[src/rtl/lsab_pkg.sv]
package lsab_pkg;

  // field widths
  localparam int unsigned SAMPLE_W   = 12;
  localparam int unsigned PCT_W      = 7;
  localparam int unsigned CNT_W      = 32;
  // burst sum: 16 samples of 4095 still fit in 16 bits
  localparam int unsigned SUM_W      = 16;

  // defaults for the top level parameters
  localparam int unsigned SAMPLES_DEF     = 10;
  localparam int unsigned QUEUE_DEPTH_DEF = 4;

  // configuration port
  localparam int unsigned CFG_IDX_W  = 2;
  localparam int unsigned CFG_DATA_W = 7;

  typedef enum logic [CFG_IDX_W-1:0] {
    CFG_AUTO_ENABLE    = 2'd0,
    CFG_MANUAL_PERCENT = 2'd1
  } cfg_idx_e;

  // arithmetic constants
  localparam logic [PCT_W-1:0]    MANUAL_RESET = 7'd100;
  localparam logic [PCT_W-1:0]    PCT_FULL     = 7'd100;
  localparam logic [PCT_W-1:0]    TARGET_BASE  = 7'd20;
  localparam logic [SAMPLE_W-1:0] CLAMP_LEVEL  = 12'd4000;
  localparam logic [SAMPLE_W-1:0] MIN_RESET    = 12'hFFF;
  // x / 5 as (x * 205) >> 10, exact for x below 1024
  localparam int unsigned         DIV5_MUL     = 205;
  localparam int unsigned         DIV5_SHIFT   = 10;
  // x * 4 / 5 as (x * 820) >> 10
  localparam int unsigned         MUL4DIV5_MUL = 820;

  // request from front to back
  typedef struct packed {
    logic             timeout;
    logic [SUM_W-1:0] trimmed;
  } req_t;

  // configuration seen by the back end
  typedef struct packed {
    logic             auto_en;
    logic [PCT_W-1:0] manual;
  } cfg_t;

endpackage

[src/rtl/lsab_chan_if.sv]
interface lsab_in_if;
  logic                          valid;
  logic                          ready;
  logic [lsab_pkg::SAMPLE_W-1:0] sample;
  logic                          timed_out;

  modport source (output valid, output sample, output timed_out, input ready);
  modport sink   (input valid, input sample, input timed_out, output ready);
endinterface

interface lsab_out_if;
  logic                          valid;
  logic                          ready;
  logic                          status;
  logic [lsab_pkg::SAMPLE_W-1:0] raw_average;
  logic [lsab_pkg::SAMPLE_W-1:0] filtered_level;
  logic [lsab_pkg::PCT_W-1:0]    intensity_pct;
  logic [lsab_pkg::PCT_W-1:0]    backlight_target;
  logic [lsab_pkg::CNT_W-1:0]    bursts_done;
  logic [lsab_pkg::CNT_W-1:0]    error_count;

  modport source (
    output valid, output status, output raw_average, output filtered_level,
    output intensity_pct, output backlight_target, output bursts_done,
    output error_count, input ready
  );
  modport sink (
    input valid, input status, input raw_average, input filtered_level,
    input intensity_pct, input backlight_target, input bursts_done,
    input error_count, output ready
  );
endinterface

[src/rtl/lsab_front.sv]
module lsab_front #(
  parameter int unsigned SAMPLES = lsab_pkg::SAMPLES_DEF
) (
  input  logic           clk_i,
  input  logic           rst_ni,
  lsab_in_if.sink        in_chan,
  input  logic           q_full_i,
  output logic           push_o,
  output lsab_pkg::req_t req_o
);

  localparam int unsigned POS_W = $clog2(SAMPLES);
  localparam logic [POS_W-1:0] LAST_POS = POS_W'(SAMPLES - 1);

  logic [lsab_pkg::SUM_W-1:0]    sum_q, sum_d;
  logic [lsab_pkg::SAMPLE_W-1:0] min_q, min_d;
  logic [lsab_pkg::SAMPLE_W-1:0] max_q, max_d;
  logic [POS_W-1:0]              pos_q, pos_d;

  logic                          accept;
  logic                          last;
  logic [lsab_pkg::SUM_W-1:0]    sum_nxt;
  logic [lsab_pkg::SAMPLE_W-1:0] min_nxt;
  logic [lsab_pkg::SAMPLE_W-1:0] max_nxt;
  logic [lsab_pkg::SAMPLE_W:0]   extremes;
  logic [lsab_pkg::SUM_W-1:0]    extremes_ext;
  logic [lsab_pkg::SUM_W-1:0]    trimmed;

  // a request is taken whenever the queue has room
  assign in_chan.ready = !q_full_i;
  assign accept        = in_chan.valid && in_chan.ready;
  assign last          = (pos_q == LAST_POS);

  // running sum, minimum and maximum including this sample
  assign sum_nxt = sum_q + lsab_pkg::SUM_W'(in_chan.sample);
  assign min_nxt = (in_chan.sample < min_q) ? in_chan.sample : min_q;
  assign max_nxt = (in_chan.sample > max_q) ? in_chan.sample : max_q;

  // burst sum without its extremes, floored at zero
  assign extremes     = {1'b0, min_nxt} + {1'b0, max_nxt};
  assign extremes_ext = lsab_pkg::SUM_W'(extremes);
  assign trimmed      = (sum_nxt < extremes_ext) ? '0 : (sum_nxt - extremes_ext);

  // hand a finished or aborted burst to the back end
  assign push_o        = accept && (in_chan.timed_out || last);
  assign req_o.timeout = in_chan.timed_out;
  assign req_o.trimmed = in_chan.timed_out ? '0 : trimmed;

  // burst accumulator next state
  always_comb begin
    sum_d = sum_q;
    min_d = min_q;
    max_d = max_q;
    pos_d = pos_q;
    if (accept) begin
      if (in_chan.timed_out || last) begin
        sum_d = '0;
        min_d = lsab_pkg::MIN_RESET;
        max_d = '0;
        pos_d = '0;
      end else begin
        sum_d = sum_nxt;
        min_d = min_nxt;
        max_d = max_nxt;
        pos_d = pos_q + 1'b1;
      end
    end
  end

  // burst accumulator registers
  always_ff @(posedge clk_i or negedge rst_ni) begin
    if (!rst_ni) begin
      sum_q <= '0;
      min_q <= lsab_pkg::MIN_RESET;
      max_q <= '0;
      pos_q <= '0;
    end else begin
      sum_q <= sum_d;
      min_q <= min_d;
      max_q <= max_d;
      pos_q <= pos_d;
    end
  end

`ifndef SYNTHESIS
  a_pos_in_range: assert property (@(posedge clk_i) disable iff (!rst_ni)
    pos_q <= LAST_POS)
    else $error("burst position beyond last sample");

  a_push_restarts_burst: assert property (@(posedge clk_i) disable iff (!rst_ni)
    push_o |=> (pos_q == '0) && (sum_q == '0))
    else $error("burst not restarted after request");

  a_no_push_when_full: assert property (@(posedge clk_i) disable iff (!rst_ni)
    q_full_i |-> !push_o)
    else $error("request pushed into full queue");
`endif

endmodule

[src/rtl/lsab_queue.sv]
module lsab_queue #(
  parameter int unsigned DEPTH = lsab_pkg::QUEUE_DEPTH_DEF
) (
  input  logic           clk_i,
  input  logic           rst_ni,
  input  logic           push_i,
  input  lsab_pkg::req_t data_i,
  input  logic           pop_i,
  output lsab_pkg::req_t head_o,
  output logic           full_o,
  output logic           empty_o
);

  localparam int unsigned PTR_W = (DEPTH > 1) ? $clog2(DEPTH) : 1;
  localparam int unsigned CNT_W = $clog2(DEPTH + 1);
  localparam logic [CNT_W-1:0] FULL_CNT = CNT_W'(DEPTH);
  localparam logic [PTR_W-1:0] LAST_PTR = PTR_W'(DEPTH - 1);

  lsab_pkg::req_t   mem_q [DEPTH];
  logic [PTR_W-1:0] wr_ptr_q, wr_ptr_d;
  logic [PTR_W-1:0] rd_ptr_q, rd_ptr_d;
  logic [CNT_W-1:0] count_q, count_d;
  logic             do_push;
  logic             do_pop;

  assign full_o  = (count_q == FULL_CNT);
  assign empty_o = (count_q == '0);
  assign head_o  = mem_q[rd_ptr_q];
  assign do_push = push_i && !full_o;
  assign do_pop  = pop_i && !empty_o;

  // pointer and fill count update
  always_comb begin
    wr_ptr_d = wr_ptr_q;
    rd_ptr_d = rd_ptr_q;
    count_d  = count_q;
    if (do_push) begin
      wr_ptr_d = (wr_ptr_q == LAST_PTR) ? '0 : wr_ptr_q + 1'b1;
    end
    if (do_pop) begin
      rd_ptr_d = (rd_ptr_q == LAST_PTR) ? '0 : rd_ptr_q + 1'b1;
    end
    if (do_push && !do_pop) begin
      count_d = count_q + 1'b1;
    end else if (do_pop && !do_push) begin
      count_d = count_q - 1'b1;
    end
  end

  always_ff @(posedge clk_i or negedge rst_ni) begin
    if (!rst_ni) begin
      wr_ptr_q <= '0;
      rd_ptr_q <= '0;
      count_q  <= '0;
    end else begin
      wr_ptr_q <= wr_ptr_d;
      rd_ptr_q <= rd_ptr_d;
      count_q  <= count_d;
    end
  end

  // storage
  always_ff @(posedge clk_i) begin
    if (do_push) begin
      mem_q[wr_ptr_q] <= data_i;
    end
  end

`ifndef SYNTHESIS
  a_count_push: assert property (@(posedge clk_i) disable iff (!rst_ni)
    (do_push && !do_pop) |=> count_q == $past(count_q) + 1'b1)
    else $error("fill count missed a push");

  a_count_pop: assert property (@(posedge clk_i) disable iff (!rst_ni)
    (do_pop && !do_push) |=> count_q == $past(count_q) - 1'b1)
    else $error("fill count missed a pop");

  a_count_bound: assert property (@(posedge clk_i) disable iff (!rst_ni)
    count_q <= FULL_CNT)
    else $error("fill count beyond depth");
`endif

endmodule

[src/rtl/lsab_back.sv]
module lsab_back #(
  parameter int unsigned SAMPLES = lsab_pkg::SAMPLES_DEF
) (
  input  logic           clk_i,
  input  logic           rst_ni,
  input  lsab_pkg::cfg_t cfg_i,
  input  lsab_pkg::req_t head_i,
  input  logic           q_empty_i,
  output logic           pop_o,
  lsab_out_if.source     out_chan
);

  localparam int unsigned SUM_W  = lsab_pkg::SUM_W;
  localparam int unsigned SMP_W  = lsab_pkg::SAMPLE_W;
  localparam int unsigned PCT_W  = lsab_pkg::PCT_W;
  localparam int unsigned CNT_W  = lsab_pkg::CNT_W;
  localparam int unsigned DIV    = SAMPLES - 2;
  // reciprocal of the divisor, scaled so the estimate is low by at most one
  localparam int unsigned RS     = SUM_W;
  localparam int unsigned MW     = RS + 1;
  localparam int unsigned PROD_W = SUM_W + MW;
  localparam logic [MW-1:0]    RECIP = MW'((2 ** RS) / DIV);
  localparam logic [SUM_W-1:0] DIV_C = SUM_W'(DIV);
  localparam int unsigned SM_W   = SMP_W + 2;
  localparam int unsigned EIGHTH_W = SMP_W - 3;
  localparam int unsigned D5_W   = 17;

  logic adv;

  // stage 1: reciprocal product
  logic              s1_valid_q;
  lsab_pkg::req_t    s1_req_q;
  logic [PROD_W-1:0] s1_prod_q;

  // stage 2: corrected quotient, filter and counters
  logic [SUM_W-1:0] q_est;
  logic [SUM_W-1:0] q_times_div;
  logic [SUM_W-1:0] rem;
  logic [SUM_W-1:0] q_fixed;
  logic [SMP_W-1:0] raw;
  logic [SM_W-1:0]  smooth_sum;
  logic [SMP_W-1:0] smooth_q, smooth_d;
  logic [CNT_W-1:0] bursts_q, bursts_d;
  logic [CNT_W-1:0] errors_q, errors_d;

  logic             s2_valid_q;
  logic             s2_status_q;
  logic [SMP_W-1:0] s2_raw_q;
  logic [SMP_W-1:0] s2_filt_q;
  logic [CNT_W-1:0] s2_bursts_q;
  logic [CNT_W-1:0] s2_errors_q;

  // stage 3: intensity
  logic [SMP_W-1:0]    clamped;
  logic [EIGHTH_W-1:0] eighth;
  logic [D5_W-1:0]     fortieth_prod;
  logic [PCT_W-1:0]    fortieth;
  logic [PCT_W-1:0]    int_new;
  logic [PCT_W-1:0]    intensity_q, intensity_d;

  logic             s3_valid_q;
  logic             s3_status_q;
  logic [SMP_W-1:0] s3_raw_q;
  logic [SMP_W-1:0] s3_filt_q;
  logic [PCT_W-1:0] s3_int_q;
  logic [CNT_W-1:0] s3_bursts_q;
  logic [CNT_W-1:0] s3_errors_q;

  // output stage: target choice
  logic [D5_W-1:0]  scaled_prod;
  logic [PCT_W-1:0] target_auto;
  logic [PCT_W-1:0] target_manual;
  logic [PCT_W-1:0] target;

  logic             out_valid_q;
  logic             out_status_q;
  logic [SMP_W-1:0] out_raw_q;
  logic [SMP_W-1:0] out_filt_q;
  logic [PCT_W-1:0] out_int_q;
  logic [PCT_W-1:0] out_target_q;
  logic [CNT_W-1:0] out_bursts_q;
  logic [CNT_W-1:0] out_errors_q;

  // whole pipeline moves unless the output register is held
  assign adv   = !out_valid_q || out_chan.ready;
  assign pop_o = adv && !q_empty_i;

  // divide by the trimmed count: estimate, then one correction step
  assign q_est       = s1_prod_q[RS +: SUM_W];
  assign q_times_div = SUM_W'(q_est * DIV_C);
  assign rem         = s1_req_q.trimmed - q_times_div;
  assign q_fixed     = (rem >= DIV_C) ? q_est + 1'b1 : q_est;
  assign raw         = s1_req_q.timeout ? '0 : q_fixed[SMP_W-1:0];

  // smoothing with a quarter weight on the new value
  assign smooth_sum = (SM_W'(smooth_q) << 1) + SM_W'(smooth_q) + SM_W'(raw) + SM_W'(2);

  always_comb begin
    smooth_d = smooth_q;
    bursts_d = bursts_q;
    errors_d = errors_q;
    if (s1_valid_q) begin
      if (s1_req_q.timeout) begin
        errors_d = errors_q + 1'b1;
      end else begin
        smooth_d = (bursts_q == '0) ? raw : smooth_sum[SM_W-1:2];
        bursts_d = bursts_q + 1'b1;
      end
    end
  end

  // intensity from the clamped level over forty
  assign clamped       = (s2_filt_q > lsab_pkg::CLAMP_LEVEL) ? lsab_pkg::CLAMP_LEVEL
                                                               : s2_filt_q;
  assign eighth        = clamped[SMP_W-1:3];
  assign fortieth_prod = D5_W'(eighth) * D5_W'(lsab_pkg::DIV5_MUL);
  assign fortieth      = PCT_W'(fortieth_prod >> lsab_pkg::DIV5_SHIFT);
  assign int_new       = lsab_pkg::PCT_FULL - fortieth;

  always_comb begin
    intensity_d = intensity_q;
    if (s2_valid_q && !s2_status_q) begin
      intensity_d = int_new;
    end
  end

  // backlight target, automatic or saturated manual
  assign scaled_prod   = D5_W'(s3_int_q) * D5_W'(lsab_pkg::MUL4DIV5_MUL);
  assign target_auto   = lsab_pkg::TARGET_BASE + PCT_W'(scaled_prod >> lsab_pkg::DIV5_SHIFT);
  assign target_manual = (cfg_i.manual > lsab_pkg::PCT_FULL) ? lsab_pkg::PCT_FULL
                                                             : cfg_i.manual;
  assign target        = cfg_i.auto_en ? target_auto : target_manual;

  // control and state registers
  always_ff @(posedge clk_i or negedge rst_ni) begin
    if (!rst_ni) begin
      s1_valid_q  <= 1'b0;
      s2_valid_q  <= 1'b0;
      s3_valid_q  <= 1'b0;
      out_valid_q <= 1'b0;
      smooth_q    <= '0;
      bursts_q    <= '0;
      errors_q    <= '0;
      intensity_q <= '0;
    end else if (adv) begin
      s1_valid_q  <= !q_empty_i;
      s2_valid_q  <= s1_valid_q;
      s3_valid_q  <= s2_valid_q;
      out_valid_q <= s3_valid_q;
      smooth_q    <= smooth_d;
      bursts_q    <= bursts_d;
      errors_q    <= errors_d;
      intensity_q <= intensity_d;
    end
  end

  // payload registers
  always_ff @(posedge clk_i) begin
    if (adv) begin
      s1_req_q     <= head_i;
      s1_prod_q    <= PROD_W'(head_i.trimmed) * PROD_W'(RECIP);
      s2_status_q  <= s1_req_q.timeout;
      s2_raw_q     <= raw;
      s2_filt_q    <= smooth_d;
      s2_bursts_q  <= bursts_d;
      s2_errors_q  <= errors_d;
      s3_status_q  <= s2_status_q;
      s3_raw_q     <= s2_raw_q;
      s3_filt_q    <= s2_filt_q;
      s3_int_q     <= intensity_d;
      s3_bursts_q  <= s2_bursts_q;
      s3_errors_q  <= s2_errors_q;
      out_status_q <= s3_status_q;
      out_raw_q    <= s3_raw_q;
      out_filt_q   <= s3_filt_q;
      out_int_q    <= s3_int_q;
      out_target_q <= target;
      out_bursts_q <= s3_bursts_q;
      out_errors_q <= s3_errors_q;
    end
  end

  assign out_chan.valid             = out_valid_q;
  assign out_chan.status            = out_status_q;
  assign out_chan.raw_average       = out_raw_q;
  assign out_chan.filtered_level    = out_filt_q;
  assign out_chan.intensity_pct     = out_int_q;
  assign out_chan.backlight_target  = out_target_q;
  assign out_chan.bursts_done       = out_bursts_q;
  assign out_chan.error_count       = out_errors_q;

`ifndef SYNTHESIS
  a_stall_freezes_state: assert property (@(posedge clk_i) disable iff (!rst_ni)
    (out_valid_q && !out_chan.ready) |=> $stable(smooth_q) && $stable(bursts_q)
                                         && $stable(errors_q))
    else $error("filter state moved while output held");

  a_burst_count_step: assert property (@(posedge clk_i) disable iff (!rst_ni)
    (adv && s1_valid_q && !s1_req_q.timeout) |=> bursts_q == $past(bursts_q) + 1'b1)
    else $error("burst count not advanced on completed burst");

  a_abort_zero_raw: assert property (@(posedge clk_i) disable iff (!rst_ni)
    (s2_valid_q && s2_status_q) |-> s2_raw_q == '0)
    else $error("aborted burst carries a raw average");

  a_remainder_bound: assert property (@(posedge clk_i) disable iff (!rst_ni)
    (s1_valid_q && !s1_req_q.timeout) |-> rem < (DIV_C << 1))
    else $error("quotient estimate off by more than one");
`endif

endmodule

[src/rtl/light_sensor_auto_brightness.sv]
// Light sensor auto brightness.
// in_chan carries one ADC conversion per request: a 12-bit sample and a
// timeout flag. Samples are grouped into bursts of SAMPLES; the last sample
// of a burst, or any timed-out conversion, yields one request on out_chan,
// all other samples yield none.
// Throughput: one sample per cycle, sustained while out_chan is ready; the
// front accumulator and the four-stage back pipeline each handle one request
// a cycle. The accepting edge of the closing sample writes the queue; the
// request then passes the reciprocal product, quotient fix and filter,
// intensity, and target selection into the out_chan output register.
// A stalled receiver freezes the back pipeline; finished bursts then collect
// in the QUEUE_DEPTH queue, and in_chan.ready drops only when it is full.
// Configuration is written through cfg_we_i, cfg_idx_i and cfg_wdata_i,
// index 0 auto enable and index 1 manual percent, while the block is idle:
// the user must keep to that, since the block itself does not enforce it.
// Reset empties queue and pipeline, clears the burst, filter and counters,
// turns automatic mode off and sets the manual percent to 100.
module light_sensor_auto_brightness #(
  parameter int unsigned SAMPLES     = lsab_pkg::SAMPLES_DEF,
  parameter int unsigned QUEUE_DEPTH = lsab_pkg::QUEUE_DEPTH_DEF
) (
  input  logic                              clk_i,
  input  logic                              rst_ni,
  lsab_in_if.sink                           in_chan,
  lsab_out_if.source                        out_chan,
  input  logic                              cfg_we_i,
  input  logic [lsab_pkg::CFG_IDX_W-1:0]    cfg_idx_i,
  input  logic [lsab_pkg::CFG_DATA_W-1:0]   cfg_wdata_i
);

  logic           auto_q;
  logic [lsab_pkg::PCT_W-1:0] manual_q;
  lsab_pkg::cfg_t cfg;
  lsab_pkg::req_t push_req;
  lsab_pkg::req_t head_req;
  logic           push;
  logic           pop;
  logic           q_full;
  logic           q_empty;

  // configuration registers
  always_ff @(posedge clk_i or negedge rst_ni) begin
    if (!rst_ni) begin
      auto_q   <= 1'b0;
      manual_q <= lsab_pkg::MANUAL_RESET;
    end else if (cfg_we_i) begin
      unique case (cfg_idx_i)
        lsab_pkg::CFG_AUTO_ENABLE:    auto_q   <= cfg_wdata_i[0];
        lsab_pkg::CFG_MANUAL_PERCENT: manual_q <= cfg_wdata_i[lsab_pkg::PCT_W-1:0];
        default: ;
      endcase
    end
  end

  assign cfg.auto_en = auto_q;
  assign cfg.manual  = manual_q;

  // burst accumulation
  lsab_front #(
    .SAMPLES (SAMPLES)
  ) u_front (
    .clk_i    (clk_i),
    .rst_ni   (rst_ni),
    .in_chan  (in_chan),
    .q_full_i (q_full),
    .push_o   (push),
    .req_o    (push_req)
  );

  // request queue between front and back
  lsab_queue #(
    .DEPTH (QUEUE_DEPTH)
  ) u_queue (
    .clk_i   (clk_i),
    .rst_ni  (rst_ni),
    .push_i  (push),
    .data_i  (push_req),
    .pop_i   (pop),
    .head_o  (head_req),
    .full_o  (q_full),
    .empty_o (q_empty)
  );

  // averaging, smoothing and target pipeline
  lsab_back #(
    .SAMPLES (SAMPLES)
  ) u_back (
    .clk_i     (clk_i),
    .rst_ni    (rst_ni),
    .cfg_i     (cfg),
    .head_i    (head_req),
    .q_empty_i (q_empty),
    .pop_o     (pop),
    .out_chan  (out_chan)
  );

endmodule

[src/flat_wrapper.sv]
// flat-port wrapper written by rule: the top's interface ports become plain ports
module light_sensor_auto_brightness_flat 
#(
  parameter int unsigned SAMPLES     = lsab_pkg::SAMPLES_DEF,
  parameter int unsigned QUEUE_DEPTH = lsab_pkg::QUEUE_DEPTH_DEF
)
  (clk_i, rst_ni, cfg_we_i, cfg_idx_i, cfg_wdata_i, in_chan_valid, in_chan_sample, in_chan_timed_out, in_chan_ready, out_chan_valid, out_chan_status, out_chan_raw_average, out_chan_filtered_level, out_chan_intensity_pct, out_chan_backlight_target, out_chan_bursts_done, out_chan_error_count, out_chan_ready);
  lsab_in_if in_chan_i ();
  lsab_out_if out_chan_i ();
  input  logic clk_i;
  input  logic rst_ni;
  input  logic cfg_we_i;
  input  logic [lsab_pkg::CFG_IDX_W-1:0] cfg_idx_i;
  input  logic [lsab_pkg::CFG_DATA_W-1:0] cfg_wdata_i;
  input wire logic [$bits(in_chan_i.valid)-1:0] in_chan_valid;
  input wire logic [$bits(in_chan_i.sample)-1:0] in_chan_sample;
  input wire logic [$bits(in_chan_i.timed_out)-1:0] in_chan_timed_out;
  output wire logic [$bits(in_chan_i.ready)-1:0] in_chan_ready;
  output wire logic [$bits(out_chan_i.valid)-1:0] out_chan_valid;
  output wire logic [$bits(out_chan_i.status)-1:0] out_chan_status;
  output wire logic [$bits(out_chan_i.raw_average)-1:0] out_chan_raw_average;
  output wire logic [$bits(out_chan_i.filtered_level)-1:0] out_chan_filtered_level;
  output wire logic [$bits(out_chan_i.intensity_pct)-1:0] out_chan_intensity_pct;
  output wire logic [$bits(out_chan_i.backlight_target)-1:0] out_chan_backlight_target;
  output wire logic [$bits(out_chan_i.bursts_done)-1:0] out_chan_bursts_done;
  output wire logic [$bits(out_chan_i.error_count)-1:0] out_chan_error_count;
  input wire logic [$bits(out_chan_i.ready)-1:0] out_chan_ready;
  assign in_chan_i.valid = in_chan_valid;
  assign in_chan_i.sample = in_chan_sample;
  assign in_chan_i.timed_out = in_chan_timed_out;
  assign in_chan_ready = in_chan_i.ready;
  assign out_chan_valid = out_chan_i.valid;
  assign out_chan_status = out_chan_i.status;
  assign out_chan_raw_average = out_chan_i.raw_average;
  assign out_chan_filtered_level = out_chan_i.filtered_level;
  assign out_chan_intensity_pct = out_chan_i.intensity_pct;
  assign out_chan_backlight_target = out_chan_i.backlight_target;
  assign out_chan_bursts_done = out_chan_i.bursts_done;
  assign out_chan_error_count = out_chan_i.error_count;
  assign out_chan_i.ready = out_chan_ready;
  light_sensor_auto_brightness #(.SAMPLES(SAMPLES), .QUEUE_DEPTH(QUEUE_DEPTH)) u_core (.clk_i(clk_i), .rst_ni(rst_ni), .in_chan(in_chan_i), .out_chan(out_chan_i), .cfg_we_i(cfg_we_i), .cfg_idx_i(cfg_idx_i), .cfg_wdata_i(cfg_wdata_i));
endmodule
[config.mk]
export PLATFORM = sky130hd
export DESIGN_NAME = light_sensor_auto_brightness_flat
export DESIGN_NICKNAME = d
export VERILOG_FILES = /design/src/rtl/lsab_pkg.sv /design/src/rtl/lsab_chan_if.sv /design/src/rtl/lsab_front.sv /design/src/rtl/lsab_queue.sv /design/src/rtl/lsab_back.sv /design/src/rtl/light_sensor_auto_brightness.sv /design/src/flat_wrapper.sv
export SDC_FILE = /design/constraint.sdc
export NUM_CORES = 1
export LEC_CHECK = 0
export CORE_MARGIN = 2
export CORE_UTILIZATION = 35
export DETAILED_ROUTE_END_ITERATION = 8
export DONT_BUFFER_PORTS = 1
export PLACE_DENSITY_LB_ADDON = 0.08
export SYNTH_ARGS = -nofsm -noshare
export SYNTH_HDL_FRONTEND = slang
export SYNTH_SLANG_ARGS = --single-unit
[constraint.sdc]
create_clock -name clk_i -period 19.4 [get_ports clk_i]
set_input_delay 4.85 -clock clk_i [delete_from_list [all_inputs] [get_ports clk_i]]
set_output_delay 4.85 -clock clk_i [all_outputs]
set_load 0.01 [all_outputs]
* After elaboration in Yosys (flattened, before gate mapping)
Memory sizes are Yosys's and may differ from the RTL's. A register that Yosys moved wholly into a read port is not among the register bits.
Index checks and enable logic that the tools add are counted.
** Word-level totals
- Output and inout bits :: 105
- Input port bits :: 27
- Bits in registers :: 434
- Memory bits (writable) :: 68
- Memories kept :: 1
- Latch bits :: 0
- Memory bits (read-only) :: 0
** Operators by class
- Multiplexer cells :: 27
- Reduce and logical (&&, ||, !) cells :: 22
- Equality and inequality tests :: 5
- Div/mod/pow operators :: 0
- Shift operators :: 0
- Bitwise logic cells :: 0
- Add/subtract/negate cells :: 17
- Multipliers :: 2
- Magnitude comparators :: 6
** Memory list
- u_core.u_queue.mem_q :: depth 4, bits a word 17, rd ports 1, clocked after Yosys merged registers in 1, wr ports 1, RTL line lsab_queue.sv:19 : lsab_pkg::req_t mem_q [DEPTH];
** Operators with widths (count)
- $mux W32 :: 4
- $mux W12 :: 10
- $add A32 B1 Y32 const B :: 2
- $mux W16 :: 3
- $logic_not A32 Y1 :: 1
- $mux W7 :: 3
- $mul A9 B8 Y17 const B :: 1
- $add A16 B12 Y16 :: 1
- $ge A16 B4 Y1 const B :: 1
- $lt A16 B13 Y1 :: 1
- $sub A16 B13 Y16 :: 1
- $sub A16 B16 Y16 :: 1
- $mul A7 B8 Y15 const B :: 1
- $add A13 B12 Y14 :: 1
- $add A14 B12 Y14 :: 1
- $add A14 B2 Y14 const B :: 1
- $add A12 B12 Y13 :: 1
- $add A12 B1 Y12 const B :: 1
- $gt A12 B12 Y1 :: 1
- $gt A12 B12 Y1 const B :: 1
- $lt A12 B12 Y1 :: 1
- $logic_and A1 B1 Y1 :: 8
- $add A5 B7 Y7 const A :: 1
- $gt A7 B7 Y1 const B :: 1
- 19 further kinds :: 31

* Depth between registers and ports, before layout
- Word-level depth :: 9
- Gate-level depth with buffers :: 30
- Gate-level depth less buffers :: 29

* Hierarchy
Synthesis repeated with hierarchy kept, for this count alone.
** Unflattened totals
- Cell total of the unflattened synthesis :: 1926
- Area, all modules :: 25329.3 um^2
** By module, submodules not included
- lsab_back :: cells each 1242, area each 17382.9 um^2, instances 1
- lsab_front :: cells each 540, area each 4724.5 um^2, instances 1
- lsab_queue :: cells each 126, area each 2900.3 um^2, instances 1
- light_sensor_auto_brightness :: cells each 18, area each 321.6 um^2, instances 1

* Least setup slack after synthesis
Ideal clock, no wire load.
- Path kind :: input to register
- Start :: in out_chan_ready
- End :: reg u_core.u_back.smooth_q[0]
- Stages :: 5
- Data required time :: 18.873 ns
- Setup time :: 0.527 ns
- Setup slack :: 4.979 ns
- Path buffers :: 2
- Arrival time :: 13.895 ns
- Path through :: nor2b_1 > inv_1 > clkbuf_1 > buf_1 > o21ai_0
** Between the ends
- Word-level cells in the longest chain between the ends :: 1
** RTL lines
- start: declaration :: RTL line flat_wrapper.sv:27 : input wire logic [$bits(out_chan_i.ready)-1:0] out_chan_ready;
- $logic_or A1 B1 Y1 :: RTL line lsab_back.sv:85 : assign adv = !out_valid_q || out_chan.ready;
- end signal: assignment :: RTL line lsab_back.sv:150 : smooth_q <= smooth_d;
- end: declaration :: RTL line lsab_back.sv:42 : logic [SMP_W-1:0] smooth_q, smooth_d;
Every way passes these cells.
A chain may end at the register's enable or synchronous reset.

==> results.txt <==
----------------------------------------------------
[Routing]
  Starting DRT DRC Count ... between 700 and 800
  Total iterations of the first detailed-routing run ... 6
  Wire length reported by the detailed router ... roughly 49 mm
  Detail Route Antenna Nets ... 0
  Number of remaining DRC errors ... 0
  Vias ... 13600
  Detail-routed net length per standard cell ... 17.0 um
  Via/cell ratio ... 4.74

[Clock network]
  Clock Sink Count ... 499
  Clk buf depth ... 3
  Setup fix buffers added after clock tree synthesis ... 0
  Clock transition at the registers of the reported paths ... 0.07 ns
  Clock tree root buffer cell ... clkbuf_16
  Total clock buffers created by CTS ... 58
  Number of buffers inserted by hold repair at cts ... 0
  Clock latency on the worst-skew pair ... 0.64 ns
  H-Tree Level Count ... 2
  Post_cts resized ... 0
  Clock tree from TritonCTS ... done

[Timing]
  Minimum setup slack in the final design ... between 8 and 9 ns
  Unrepaired setup endpoints after global routing ... false
  Worst Tran Pin Value ... 1.13 ns
  Final max-slew violation count ... 0
  Shortest clock period the worst path allows after layout ... 10.62 ns
  Fmax ... 94.2 MHz
  Fin Setup TNS ... 0 ns
  Max Clock Skew ... 0.0395 ns
  Slew HR ... 0.243
  Final number of hold-violating endpoints ... 0
  Number of setup violations in the final report ... 0
  Share of the clock period used by the worst path after layout ... 0.547

[Setup path]
  Most prevalent standard cell on the critical path ... a21o_1
  Max FO, Critical Path ... 14
  Kind of end point of the critical path ... flip-flop
  Logic depth of the worst register-to-register path ... 29
  Arrival time of data at the critical path endpoint ... about 11 ns
  Crit Reg-Reg Endpoint ... u_core.u_queue.mem_q[2][5]
  Highest cell delay on the worst timing path ... 0.41 ns
  Critical path start-end classification ... primary input to flip-flop
  Critical Path RT ... 19.81 ns
  Source of the worst register-to-register timing path ... u_core.u_front.min_q[1]
  Register-to-register setup slack ... 12.34 ns
  Slowest CP cell ... fa_1
  Critical path launch point type ... primary input

[Status]
  Run status ... complete, no violations

[Floorplan]
  I/O Pins ... 132
  Die extent in y ... about 270 um
  DIE AREA ... 71300 um^2
  Standard cell core area ... between 60000 and 70000 um^2
  Die Span X ... 267 um
  Standard-cell row count ... 96
  Starting density of the core ... 0.353

[Cells and area]
  Area growth, synth to finish ... 13.0%
  Final layout net count ... 2106
  Area used by sequential logic in the layout ... between 10000 and 15000 um^2
  Commonest non-fill, non-tap cells in the layout ... 353 x edfxtp_1, 167 x ha_1, 165 x nand2_1, 131 x dfrtp_1, 123 x nor2_1
  Most common library cell in the layout ignoring fill and taps ... edfxtp_1
  Final Core Density ... 0.399
  Number of inserted filler cells in the final layout ... 6412
  N_diodes ... 0
  Share of final-layout standard cells stronger than drive strength 1 ... 0.0996
  Design area ... 27400 um^2
  Multi-input combinational cell area ... between 9000 and 10000 um^2

[Global routing]
  Number of antenna violations at the first check in global routing ... 0
  Global router's overall resource usage ... 0.137
  Overflow left after global routing ... 0
  Global routing met1 resource utilization ... 0.179
  Routing usage on met3 ... 0.0293
  Global-route met2 utilization ... 0.228
  Layer with the highest usage ... met2
  Via count of the first global-routing pass ... 13800
  Wire length of the first global-routing pass ... 77.0 mm
  Pin count of the biggest net entering global routing ... roughly 150

[Synth]
  Number of enable-type register cells in the synthesized netlist ... 353
  Syn Area/Cell ... 13.0 um^2
  Share of Yosys cell area claimed by the top area cell type ... 0.438
  Area of the mapped netlist ... approximately 24000 um^2
  Total of flip-flops plus latches after synthesis ... 499
  Distinct cells, synth ... 82
  YS warnings ... 0
  Count of mapped cells out of synthesis ... 1858
  Sequential share of the synthesized area ... 0.589
  Syn Nets ... 2087
  Synth area leader ... edfxtp_1
  Share of synthesized registers carrying an async set or reset ... 0.293
  Top cells by area, synth ... edfxtp_1 44%, dfrtp_1 14%, ha_1 8.6%
  Most instantiated flip-flop cell in the synthesis netlist ... edfxtp_1

[Job]
  Maximum Capacitance Violations ... 0

[Place]
  Port Buffer Count ... 0
  Weighted congestion reported at the end of routability-driven placement ... 0.784
  Dpl ws ... 8.12 ns
  Placed inst area ... roughly 25000 um^2
  Sum of net half-perimeters after detailed placement ... ~33 mm

[Min path]
  Hold path startpoint ... u_core.u_back.s3_bursts_q[0]
  Hold Path Stages ... 0
  Hold worst-path end ... u_core.u_back.out_chan.bursts_done[0]
  Path type of the worst min-delay path ... flip-flop to flip-flop

----------------------------------------------------
==> kinds of logic after synthesis <==
kind of cell               Yosys count  share of synthesized area
AOI/OAI and AO/OA                  261                     0.0727
muxes                               58                     0.0318
adders and majority gates          202                      0.115
and+or+nand+nor                    488                     0.0973
buffers and inverters              163                     0.0260
DFF                                499                      0.589
xor gates and xnor gates           187                     0.0676
==> critical path: cells and delay by family <==
kind	cells	cell delay, ns
xor gates and xnor gates	1	0.13
adders and majority gates	4	1.26
muxes	1	0.36
AOI/OAI and AO/OA	17	3.54
buffers and inverters	1	0.25
and+or+nand+nor	4	0.61
==> synth_stat cells (18+ instances only) <==
cell type  count
nor2b_1       23
a21oi_1       50
dfrtp_1      131
ha_1         167
nand3_1       34
fa_1          35
inv_1        111
clkbuf_1      39
xor2_1        77
a211oi_1      18
nor3_1        30
o21ai_0       65
edfxtp_1     353
xnor2_1      110
nand2_1      165
nor2_1       123
a21o_1        28
mux2i_1       27
==> metal layers <==
metal	share of wire	routed length [um]
met1	0.46	22200
met2	0.48	23300
met3	0.040	1970
met4	0.025	1200
met5	0	0
==> how the worst max path moves through the flow <==
stage / startpoint / to / slack [ns] / depth (start not counted)
2_1_floorplan: out_chan_ready / u_core.u_back.smooth_q[0] / 4.98 / 5
3_3_place_gp: in_chan_sample[1] / u_core.u_queue.mem_q[0][11] / 8.24 / 28
3_5_place_dp: in_chan_sample[1] / u_core.u_queue.mem_q[0][10] / 8.12 / 28
4_1_cts: in_chan_sample[1] / u_core.u_queue.mem_q[2][10] / 8.77 / 28
5_1_grt: in_chan_sample[1] / u_core.u_queue.mem_q[2][5] / 8.26 / 28
6_report: in_chan_sample[1] / u_core.u_queue.mem_q[2][5] / 8.78 / 28
==> cell type report <==
type	count	share of cell area
Clock inverter	42	0.0210
Multi-Input combinational cell	1196	0.341
Clock buffer	68	0.0552
Sequential cell	499	0.522
Inverter	111	0.0155
Tap cell	931	0.0426
Timing Repair Buffer	11	0.00302
==> per-stage QoR <==
| step | instances | hold slack (ns) |
|---|---|---|
| after floorplan | 1858 | 0.400 |
| after detailed placement | 2748 | 0.405 |
| final | 2858 | 0.399 |
| after global routing | 2858 | 0.418 |
| after CTS | 2858 | 0.389 |
| after global placement | 2748 | 0.401 |
==> state kept, by name, summed over array words and instances, names as in the netlist, 12 cells and up <==
signal and flops:
u_core.u_front.sum_q 16, u_core.u_back.s3_bursts_q 32, u_core.u_front.max_q 12, u_core.u_back.out_chan.filtered_level 12
u_core.u_back.s3_filt_q 12, u_core.u_back.out_chan.bursts_done 32, u_core.u_back.s3_raw_q 12, u_core.u_back.errors_q 32
u_core.u_back.bursts_q 32, u_core.u_front.min_q 12, u_core.u_back.s2_raw_q 12, u_core.u_back.s1_prod_q 12
u_core.u_back.s2_bursts_q 32, u_core.u_back.out_chan.raw_average 12, u_core.u_queue.mem_q 52, u_core.u_back.s2_errors_q 32
u_core.u_back.smooth_q 12, u_core.u_back.s2_filt_q 12, u_core.u_back.out_chan.error_count 32, u_core.u_back.s3_errors_q 32
Power is left out: the tool's default activity adds up to more than one toggle a clock period on the data nets, which glitch-free logic cannot reach.
